File: src/mlpq_pkg.sv
// ============================================================================
// mlpq_pkg: shared types and constants of the multi-level priority queue
// Holds the entry, prefix and control types of the cell chain, the status and
// command codes, and the default sizes of the queue.
// ============================================================================
`default_nettype none

package mlpq_pkg;

    localparam int VAL_W      = 32;
    localparam int LVL_W      = 3;
    // Prefix levels carry one more bit so that "no entry seen" ranks below
    // every real level.
    localparam int PREF_W     = LVL_W + 1;
    localparam logic [PREF_W-1:0] PREF_NONE = {1'b1, {LVL_W{1'b0}}};

    localparam int DEF_LEVELS = 5;
    localparam int DEF_DEPTH  = 16;

    localparam logic CMD_ENQ = 1'b0;
    localparam logic CMD_DEQ = 1'b1;

    typedef enum logic [2:0] {
        ST_ENQ    = 3'd0,
        ST_DEQ    = 3'd1,
        ST_EMPTY  = 3'd2,
        ST_FULL   = 3'd3,
        ST_BADPRI = 3'd4
    } t_status;

    typedef struct packed {
        logic signed [VAL_W-1:0] value;
        logic [LVL_W-1:0]        level;
    } t_entry;

    typedef struct packed {
        logic [PREF_W-1:0]       level;
        logic signed [VAL_W-1:0] value;
    } t_pref;

    typedef struct packed {
        logic             scan;
        logic             commit;
        logic [LVL_W-1:0] min_level;
    } t_cell_ctrl;

endpackage

`default_nettype wire

File: src/mlpq_cell.sv
// ============================================================================
// mlpq_cell: one slot of the priority queue chain
// Stores one entry, forwards the running most-urgent entry to its right
// neighbor during a scan, and takes its right neighbor's entry when closing up.
// ============================================================================
`default_nettype none

module mlpq_cell (
    input  wire                  i_clk,
    input  wire                  i_valid,
    input  wire                  i_load,
    input  mlpq_pkg::t_entry     i_load_entry,
    input  mlpq_pkg::t_cell_ctrl i_ctrl,
    input  mlpq_pkg::t_pref      i_left_pref,
    input  mlpq_pkg::t_entry     i_right_entry,
    output mlpq_pkg::t_entry     o_entry,
    output mlpq_pkg::t_pref      o_pref
);

    mlpq_pkg::t_entry r_entry;
    mlpq_pkg::t_pref  r_pref;
    logic [mlpq_pkg::PREF_W-1:0] w_own_level;

    assign w_own_level = {1'b0, r_entry.level};

    // Strictly lower wins, so the oldest entry of a level is kept.
    always_ff @(posedge i_clk) begin
        if (i_ctrl.scan) begin
            if (i_valid && (w_own_level < i_left_pref.level)) begin
                r_pref.level <= w_own_level;
                r_pref.value <= r_entry.value;
            end else begin
                r_pref <= i_left_pref;
            end
        end
    end

    // A cell at or after the removed one takes its right neighbor's entry.
    always_ff @(posedge i_clk) begin
        if (i_load) begin
            r_entry <= i_load_entry;
        end else if (i_ctrl.commit && i_valid
                     && (r_pref.level == {1'b0, i_ctrl.min_level})) begin
            r_entry <= i_right_entry;
        end
    end

    assign o_entry = r_entry;
    assign o_pref  = r_pref;

endmodule

`default_nettype wire

File: src/multi_level_priority_queue.sv
// ============================================================================
// multi_level_priority_queue: bounded queue ordered by priority, then age
// Holds up to DEPTH entries in arrival order in a chain of cells and dequeues
// the oldest entry of the most urgent level present.
// ============================================================================
`default_nettype none

// Each input item either enqueues a value at a priority from 1 (most urgent)
// to LEVELS, or dequeues, and every item gives exactly one result item with a
// status, the dequeued value and priority (zero unless the status is
// "dequeued"), and the occupancy after the step. An enqueue, a dequeue from an
// empty queue, a full queue and an invalid priority finish in the idle state, so
// such items can be taken back to back. A dequeue from a non-empty queue passes
// the idle, scan and done states: the item is taken, then a running minimum
// ripples through the chain of cells one cell per cycle, and in the done state,
// once the output register is free, the winner is reported while all later
// cells close up by one place at once. The chain length therefore sets the
// dequeue time. The result sits in an output register, and a new item is taken
// while it waits for the downstream side as long as that register can be freed
// in the same cycle. An invalid priority is checked before the full condition.

module multi_level_priority_queue #(
    parameter int LEVELS = mlpq_pkg::DEF_LEVELS,
    parameter int DEPTH  = mlpq_pkg::DEF_DEPTH,
    localparam int CW    = $clog2(DEPTH + 1),
    localparam int IN_W  = ((mlpq_pkg::VAL_W + mlpq_pkg::LVL_W + 7) / 8) * 8,
    localparam int OUT_W = ((mlpq_pkg::VAL_W + mlpq_pkg::LVL_W + CW + 7) / 8) * 8
) (
    input  wire              i_clk,
    input  wire              i_rst_n,
    input  wire              s_axis_tvalid,
    output logic             s_axis_tready,
    // Fields from bit 0: value (32, signed), priority_req (3), zero fill.
    input  wire  [IN_W-1:0]  s_axis_tdata,
    // Fields from bit 0: command (1).
    input  wire  [0:0]       s_axis_tuser,
    output logic             m_axis_tvalid,
    input  wire              m_axis_tready,
    // Fields from bit 0: out_value (32, signed), out_priority (3),
    // occupancy (CW), zero fill.
    output logic [OUT_W-1:0] m_axis_tdata,
    // Fields from bit 0: status (3).
    output logic [2:0]       m_axis_tuser
);

    localparam int SW = $clog2(DEPTH);
    localparam int LW = mlpq_pkg::LVL_W;
    localparam int VW = mlpq_pkg::VAL_W;

    typedef enum logic [1:0] {
        S_IDLE,
        S_SCAN,
        S_DONE
    } t_state;

    t_state             r_state, n_state;
    logic [CW-1:0]      r_count, n_count;
    logic [SW-1:0]      r_scan, n_scan;
    logic               r_ov, n_ov;
    mlpq_pkg::t_status  r_status, n_status;
    logic signed [VW-1:0] r_value, n_value;
    logic [LW-1:0]      r_pri, n_pri;

    logic               w_accept;
    logic               w_out_free;
    logic               w_cmd;
    logic signed [VW-1:0] w_in_value;
    logic [LW-1:0]      w_in_pri;
    logic               w_enq_ok;

    mlpq_pkg::t_cell_ctrl w_ctrl;
    mlpq_pkg::t_entry     w_load_entry;
    mlpq_pkg::t_entry     w_entry [DEPTH];
    mlpq_pkg::t_pref      w_pref  [DEPTH];
    mlpq_pkg::t_pref      w_best;

    assign w_cmd      = s_axis_tuser[0];
    assign w_in_value = s_axis_tdata[VW-1:0];
    assign w_in_pri   = s_axis_tdata[VW+LW-1:VW];

    assign w_out_free    = !r_ov || m_axis_tready;
    assign s_axis_tready = (r_state == S_IDLE) && w_out_free;
    assign w_accept      = s_axis_tvalid && s_axis_tready;

    // The winner of the scan leaves the last cell of the chain.
    assign w_best = w_pref[DEPTH-1];

    assign w_load_entry.value = w_in_value;
    assign w_load_entry.level = w_in_pri;

    assign w_enq_ok = w_accept && (w_cmd == mlpq_pkg::CMD_ENQ)
                      && (w_in_pri != '0) && (w_in_pri <= LW'(LEVELS))
                      && (r_count != CW'(DEPTH));

    assign w_ctrl.scan      = (r_state == S_SCAN);
    assign w_ctrl.commit    = (r_state == S_DONE) && w_out_free;
    assign w_ctrl.min_level = w_best.level[LW-1:0];

    // The chain: cell 0 is the head, the oldest entry.
    for (genvar g = 0; g < DEPTH; g++) begin : g_cell
        mlpq_pkg::t_pref  w_left;
        mlpq_pkg::t_entry w_right;

        if (g == 0) begin : g_head
            assign w_left.level = mlpq_pkg::PREF_NONE;
            assign w_left.value = '0;
        end else begin : g_mid
            assign w_left = w_pref[g-1];
        end

        if (g == DEPTH - 1) begin : g_tail
            assign w_right = '0;
        end else begin : g_body
            assign w_right = w_entry[g+1];
        end

        mlpq_cell u_cell (
            .i_clk         (i_clk),
            .i_valid       (CW'(g) < r_count),
            .i_load        (w_enq_ok && (r_count == CW'(g))),
            .i_load_entry  (w_load_entry),
            .i_ctrl        (w_ctrl),
            .i_left_pref   (w_left),
            .i_right_entry (w_right),
            .o_entry       (w_entry[g]),
            .o_pref        (w_pref[g])
        );
    end

    always_comb begin
        n_state  = r_state;
        n_count  = r_count;
        n_scan   = r_scan;
        n_ov     = r_ov && !m_axis_tready;
        n_status = r_status;
        n_value  = r_value;
        n_pri    = r_pri;

        unique case (r_state)
            S_IDLE: begin
                if (w_accept) begin
                    n_value = '0;
                    n_pri   = '0;
                    if (w_cmd == mlpq_pkg::CMD_ENQ) begin
                        n_ov = 1'b1;
                        if ((w_in_pri == '0) || (w_in_pri > LW'(LEVELS))) begin
                            n_status = mlpq_pkg::ST_BADPRI;
                        end else if (r_count == CW'(DEPTH)) begin
                            n_status = mlpq_pkg::ST_FULL;
                        end else begin
                            n_status = mlpq_pkg::ST_ENQ;
                            n_count  = r_count + 1'b1;
                        end
                    end else if (r_count == '0) begin
                        n_ov     = 1'b1;
                        n_status = mlpq_pkg::ST_EMPTY;
                    end else begin
                        n_state = S_SCAN;
                        n_scan  = '0;
                    end
                end
            end
            S_SCAN: begin
                n_scan = r_scan + 1'b1;
                if (r_scan == SW'(DEPTH - 1)) begin
                    n_state = S_DONE;
                end
            end
            S_DONE: begin
                if (w_out_free) begin
                    n_ov     = 1'b1;
                    n_status = mlpq_pkg::ST_DEQ;
                    n_value  = w_best.value;
                    n_pri    = w_best.level[LW-1:0];
                    n_count  = r_count - 1'b1;
                    n_state  = S_IDLE;
                end
            end
            default: begin
                n_state = S_IDLE;
            end
        endcase
    end

    always_ff @(posedge i_clk) begin
        if (!i_rst_n) begin
            r_state <= S_IDLE;
            r_count <= '0;
            r_scan  <= '0;
            r_ov    <= 1'b0;
        end else begin
            r_state <= n_state;
            r_count <= n_count;
            r_scan  <= n_scan;
            r_ov    <= n_ov;
        end
        r_status <= n_status;
        r_value  <= n_value;
        r_pri    <= n_pri;
    end

    assign m_axis_tvalid = r_ov;
    assign m_axis_tuser  = r_status;
    assign m_axis_tdata  = OUT_W'({r_count, r_pri, r_value});

endmodule

`default_nettype wire
File: config.mk
export PLATFORM = sky130hd
export DESIGN_NAME = multi_level_priority_queue
export DESIGN_NICKNAME = d
export VERILOG_FILES = /design/src/mlpq_pkg.sv /design/src/mlpq_cell.sv /design/src/multi_level_priority_queue.sv
export SDC_FILE = /design/constraint.sdc
export NUM_CORES = 1
export LEC_CHECK = 0
export BUFFER_PORTS_ARGS = -buffer_cell sky130_fd_sc_hd__buf_2
export CAP_MARGIN = 20
export CORE_MARGIN = 10
export CORE_UTILIZATION = 55
export CTS_BUF_LIST = sky130_fd_sc_hd__clkbuf_16
export DETAILED_ROUTE_END_ITERATION = 16
export PLACE_DENSITY_LB_ADDON = 0.2
export SLEW_MARGIN = 30
export SYNTH_ARGS = -nofsm -noshare
export SYNTH_HDL_FRONTEND = slang
export SYNTH_HIERARCHICAL = 1
export SYNTH_SLANG_ARGS = --single-unit
File: constraint.sdc
create_clock -name i_clk -period 19.7 [get_ports i_clk]
set_input_delay 0 -clock i_clk [delete_from_list [all_inputs] [get_ports i_clk]]
set_output_delay 0 -clock i_clk [all_outputs]
set_load 0.02 [all_outputs]
* Yosys cells after proc, flatten, opt, wreduce, memory -nomap -nowiden
Cells that the tools add are included.
** Word-level totals
- Bits in registers :: 1186
- Output and inout port bits :: 45
- Word-level logic and storage cells :: 355
** Cells by class
- Add/subtract/negate cells :: 3
- $lt $le $gt $ge :: 34
- Equal/unequal tests :: 44
- Mux-type cells :: 82
- Bitwise gates (word level) :: 2
- Reduce and logical (&&, ||, !) cells :: 103
** Operators by type and width (count)
- 35-bit two-way mux :: 47
- 1-bit logical AND :: 72
- 32-bit two-way mux :: 2
- 32-bit one-hot mux with 2 select lines :: 1
- 4-bit by 3-bit equality test with 1-bit output :: 15
- 3-bit by 4-bit < comparator with 1-bit output :: 15
- 5-bit by 4-bit equality test with 1-bit output, second input constant :: 8
- 4-bit by 5-bit < comparator with 1-bit output, first input constant :: 8
- 36-bit two-way mux :: 1
- 2-bit nonzero test :: 18
- 5-bit two-way mux :: 5
- 3-bit two-way mux :: 7
- 5-bit by 3-bit equality test with 1-bit output, second input constant :: 4
- 3-bit by 5-bit < comparator with 1-bit output, first input constant :: 4
- 2-bit != test, second input constant :: 8
- 2-bit two-way mux :: 6
- 4-bit two-way mux :: 3
- 3-bit one-hot mux with 2 select lines :: 2
- 5-bit by 2-bit equality test with 1-bit output, second input constant :: 2
- 1-bit by 5-bit < comparator with 1-bit output, first input constant :: 2
- 2-bit by 5-bit < comparator with 1-bit output, first input constant :: 2
- 5-bit one-hot mux with 2 select lines :: 1
- 4-bit one-hot mux with 2 select lines :: 1
- 4-bit AND reduction :: 2
- 26 further kinds :: 32

* Longest topological paths before layout
- Word-level depth :: 10
- Mapped depth :: 8
- Mapped depth without buffers :: 6

* Cells and area by module
Netlist, hierarchy kept.
** By module, submodules not included
- mlpq_cell (g_cell[2].u_cell ...) :: times used 8, cells each 166, area an instance 3243.1 um2, sequential area each 2132.0 um2
- mlpq_cell (g_cell[0].u_cell ...) :: times used 8, cells each 166, area an instance 3213.1 um2, sequential area each 2132.0 um2
- multi_level_priority_queue :: times used 1, cells each 230, area an instance 2449.8 um2, sequential area each 1381.3 um2

* Least setup slack after synthesis
OpenSTA, ideal clock, no wires.
- Kind :: register to register
- From :: register r_state[1]
- To :: register r_scan[3]
- Arrival time :: 18.054 ns
- Setup slack :: 1.585 ns
- Stages on the path, launching flop included :: 7
- Buffers on the path :: 2
- Clock period less this slack :: 18.115 ns
- Path through :: dfxtp_1 buf_4 nor2b_1 clkbuf_1 nand4_1 xnor2_1 and3_1
** On the way
- Word-level cells in the longest chain between the ends :: 5
** RTL lines
- from (decl) :: line multi_level_priority_queue.sv:56 : t_state r_state, n_state;
- from (signal assigned) :: line multi_level_priority_queue.sv:192 : r_state <= n_state;
- 2-bit zero test :: line multi_level_priority_queue.sv:82, multi_level_priority_queue.sv:139
- 1-bit logical AND :: line multi_level_priority_queue.sv:82 : assign s_axis_tready = (r_state == S_IDLE) && w_out_free;
- 1-bit logical AND :: line multi_level_priority_queue.sv:83 : assign w_accept = s_axis_tvalid && s_axis_tready;
- 2-bit != test (no source line)
- 4-bit AND reduction (no source line)
- to (signal assigned) :: line multi_level_priority_queue.sv:194 : r_scan <= n_scan;
- to (decl) :: line multi_level_priority_queue.sv:58 : logic [SW-1:0] r_scan, n_scan;
Several ways; a longest one is shown, not always the timed one.
A chain may end at the register's enable or synchronous reset.

* Final worst setup path
- From :: register r_state[1]
- To :: register g_cell[5].u_cell.r_entry (netlist bit g_cell[5].u_cell/o_entry[22]) (enable)
** On the way
- Word-level cells in the longest chain between the ends :: 9
** RTL lines
- 2-bit zero test :: line multi_level_priority_queue.sv:82
- 1-bit logical AND :: line multi_level_priority_queue.sv:82
- 1-bit logical AND :: line multi_level_priority_queue.sv:83
- 1-bit logical AND :: line multi_level_priority_queue.sv:91 : assign w_enq_ok = w_accept && (w_cmd == mlpq_pkg::CMD_ENQ)
- 1-bit logical AND (2 in a row) :: line multi_level_priority_queue.sv:92 : && (w_in_pri != '0) && (w_in_pri <= LW'(LEVELS))
- 1-bit logical AND :: line multi_level_priority_queue.sv:93 : && (r_count != CW'(DEPTH));
- 1-bit logical AND :: line multi_level_priority_queue.sv:120 : .i_load (w_enq_ok && (r_count == CW'(g))),
- 2-bit nonzero test (no source line) *
- to (signal assigned) :: line mlpq_cell.sv:41 : r_entry <= i_load_entry;
- to (signal assigned) :: line mlpq_cell.sv:44 : r_entry <= i_right_entry;
- to (decl) :: line mlpq_cell.sv:20 : mlpq_pkg::t_entry r_entry;
Every way passes the cells marked *; elsewhere a longest branch is shown, timed or not.

==> impl_metrics.json <==
{
  "fmax_ghz": 0.262,
  "grt_usage": 0.170,
  "wl_mm": 97.4,
  "cp_cell_sequence": "nor4b_2 > nand4_1 > nor2_4 > buf_4 > a31o_2",
  "clk_latency_ps": 680,
  "syn_area_um2": 54100,
  "async_reset_ff_frac": 0,
  "cts_tree": "yes",
  "die_y_um": 334,
  "synthAdderAreaFrac": 0.00879,
  "fin_crit_ps": 3810,
  "tns_ps": 0,
  "grt_pass1_wl_mm": 155,
  "cts_max_level": 3,
  "clock_sinks": 1186,
  "p_leak_nw": 20.7,
  "ctsResizeCount": 0,
  "fin_ws_ps": 15890,
  "pin_count": 90,
  "yosysMostFrequentCell": "edfxtp_1",
  "totalPowerFinal_mw": 5.14,
  "cp-start-kind": "flop",
  "finalClockSkew_ps": 21.3,
  "grt_max_degree": 181,
  "netlist_instances": 2886,
  "cts_buffer_depth": 3,
  "ys_ff_latch": 1186,
  "fill_cells": 6757,
  "num_vias": 25100,
  "drive_gt1_frac": 0.460,
  "synth_cell_types": 49,
  "slew_viol_final": 0,
  "multiInputGateArea_um2": 17700,
  "die_area_um2": 111000,
  "synth_xor_xnor_area_share": 0.00826,
  "antenna_found_initial": 1,
  "worstMarginPinSlew_ps": 966,
  "holdBufCountCts": 39,
  "gp_congestion": 0.822,
  "yosys.area_share.simple": 0.0197,
  "via_per_inst": 5.57,
  "slew_headroom": 0.356,
  "max_stage_delay_ps": 870,
  "routedWlPerCell_um": 21.7,
  "final_cell_count_no_fill": 4497,
  "synth_area_leaders": "edfxtp_1 (65%), mux2_2 (13%), mux2_4 (13%)",
  "peakVddDrop_uv": 74.2,
  "ys_warn_count": 6,
  "area_growth_pct": 11.1,
  "crit_type": "reg -> reg",
  "crit_family": "simple AND/OR/NAND/NOR gates",
  "period_share": 0.194,
  "critical_path.max_fanout": 36,
  "cap_violations": 0,
  "cts_buffers": 120,
  "hold_class": "in -> reg",
  "critPathSlowestCell": "nor4b_2",
  "pre_cts_ws_ps": 15500,
  "cp-end-kind": "flop",
  "dr.pass1.iters": 5,
  "core_area_um2": 97100,
  "powerDensity_nw_per_um2": 85.5,
  "start_util": 0.557,
  "syn_area_per_cell_um2": 18.7,
  "outcome": "complete, no violations",
  "finalNetCount": 3206,
  "synth_top_family_by_area": "multiplexers",
  "finalSetupViolations": 0,
  "overflow": 0,
  "num_rows": 114,
  "drc_errors": 0,
  "seq_area_um2": 35500,
  "synth_area_leader_cell": "edfxtp_1",
  "critPathRequiredTime_ps": 19990,
  "portBuffers": 84,
  "hold_viol_final": 0,
  "grt_setup_unrepaired": "false",
  "dp_hpwl_mm": 60.5,
  "yosysSeqAreaShare": 0.656,
  "cts_root_buffer": "clkbuf_16",
  "drt_iter0_drc": 1913,
  "synthFlopType": "edfxtp_1",
  "cts_setup_buffers": 0,
  "dp.cells": 4234,
  "die_w_um": 334,
  "grt_pass1_vias": 26700,
  "clk_transition_reported_paths_ps": 60,
  "critPathBufInv": 1,
  "cp.arrival_ps": 4100,
  "synth_top_area_frac": 0.652,
  "synth_top_cells_by_count": "edfxtp_1 (1174), mux2_2 (640), mux2_4 (480)",
  "synth_edf_count": 1174,
  "ant_nets": 0,
  "synth_mux_area_frac": 0.267,
  "synth_compound_area_frac": 0.0151
}
[final cells by class]
cell class / instances / area share
clock inverters: 98 / 0.0127
multi-input cells: 1591 / 0.295
well taps: 1276 / 0.0266
inverters: 56 / 0.00350
clock buffers: 121 / 0.0504
flip-flops and latches: 1186 / 0.590
repair buffers: 168 / 0.0212
diodes: 1 / 0.0000416
[placed cells by master, fill, tap and decap left out, types with 12 or more instances in the layout]
master         Yosys  routed
and2_1            39      36
buf_2             66      84
buf_4              1      33
bufinv_16          0      12
clkbuf_16          0     121
clkinv_1           0      29
clkinv_2           0      24
conb_1             2      75
dfxtp_1           12      12
dlygate4sd3_1      0      39
edfxtp_1        1174    1174
ha_1              38      38
inv_1             56      80
mux2_2           640     640
mux2_4           480     480
nand2_1           49      49
nor2_1            54      40
nor2_4             0      13
nor2b_1           20      17
nor3_1            17      17
o21ai_1           16      16
o21ai_4           16      16
xnor2_1           35      35
xor2_1            16      16
[flip-flops by register name, indices dropped and copies added, names as in the netlist]
signal                 count
r_count                    5
m_axis_tvalid              1
m_axis_tuser               3
g_cell.u_cell/o_pref     576
r_scan                     4
r_value                   32
r_state                    2
r_pri                      3
g_cell.u_cell/o_entry    560
[cells by family (layout without fill, tap and decap cells)]
logic type / Yosys count / in the layout
buffers and inverters: 182 / 443
xor gates and xnor gates: 51 / 51
DFF: 1186 / 1186
other: 2 / 76
adders and majority gates: 38 / 38
AOI/OAI and AO/OA: 92 / 92
and+or+nand+nor: 211 / 211
muxes: 1124 / 1124
[per-layer routing]
| layer | up-vias | wire (um) | global-route usage | share of wire |
|---|---|---|---|---|
| met3 | 119 | 4050 | 0.0252 | 0.042 |
| li1 | 11500 | - | - | - |
| met2 | 489 | 44400 | 0.269 | 0.46 |
| met1 | 12900 | 47500 | 0.247 | 0.49 |
| met5 | - | 0 | 0 | 0 |
| met4 | 0 | 1470 | 0.0417 | 0.015 |
[path summary, 6_finish.rpt]
path / start / end / slack [ps] / depth (start not counted)
worst max-delay path: r_state[1] / g_cell[5].u_cell/o_entry[22] / 15890 / 5
worst min-delay path: s_axis_tdata[34] / g_cell[15].u_cell/o_entry[2] / 80 / 2
worst max register to register: r_state[1] / g_cell[5].u_cell/o_entry[22] / 15890 / 5
worst min register to register: r_scan[1] / r_scan[1] / 490 / 2
[worst reg2reg max path: cells and delay by family, from the launching register on]
family,cells,cell delay (ps)
simple gates,3,1710
buf+inv,1,440
flops,1,440
compound gates,1,800
[stage by stage]
step	cell area, um2	hold WS (ps)	utilization
after CTS	60000	3.15	0.617
after detailed placement	55800	381	0.574
final	60100	78.2	0.619
after floorplan	54400	155	-
after global placement	55700	359	0.573
after global routing	60100	62.5	0.619
[where the power goes]
part           internal, mW  total, mW  switching (mW)  leakage [nW]
registers              2.78       2.79         0.00939          10.7
logic                0.0614      0.144          0.0825          8.02
clock network          1.26       2.21           0.947          1.95
No activity file was read; power rests on OpenSTA's default activity.
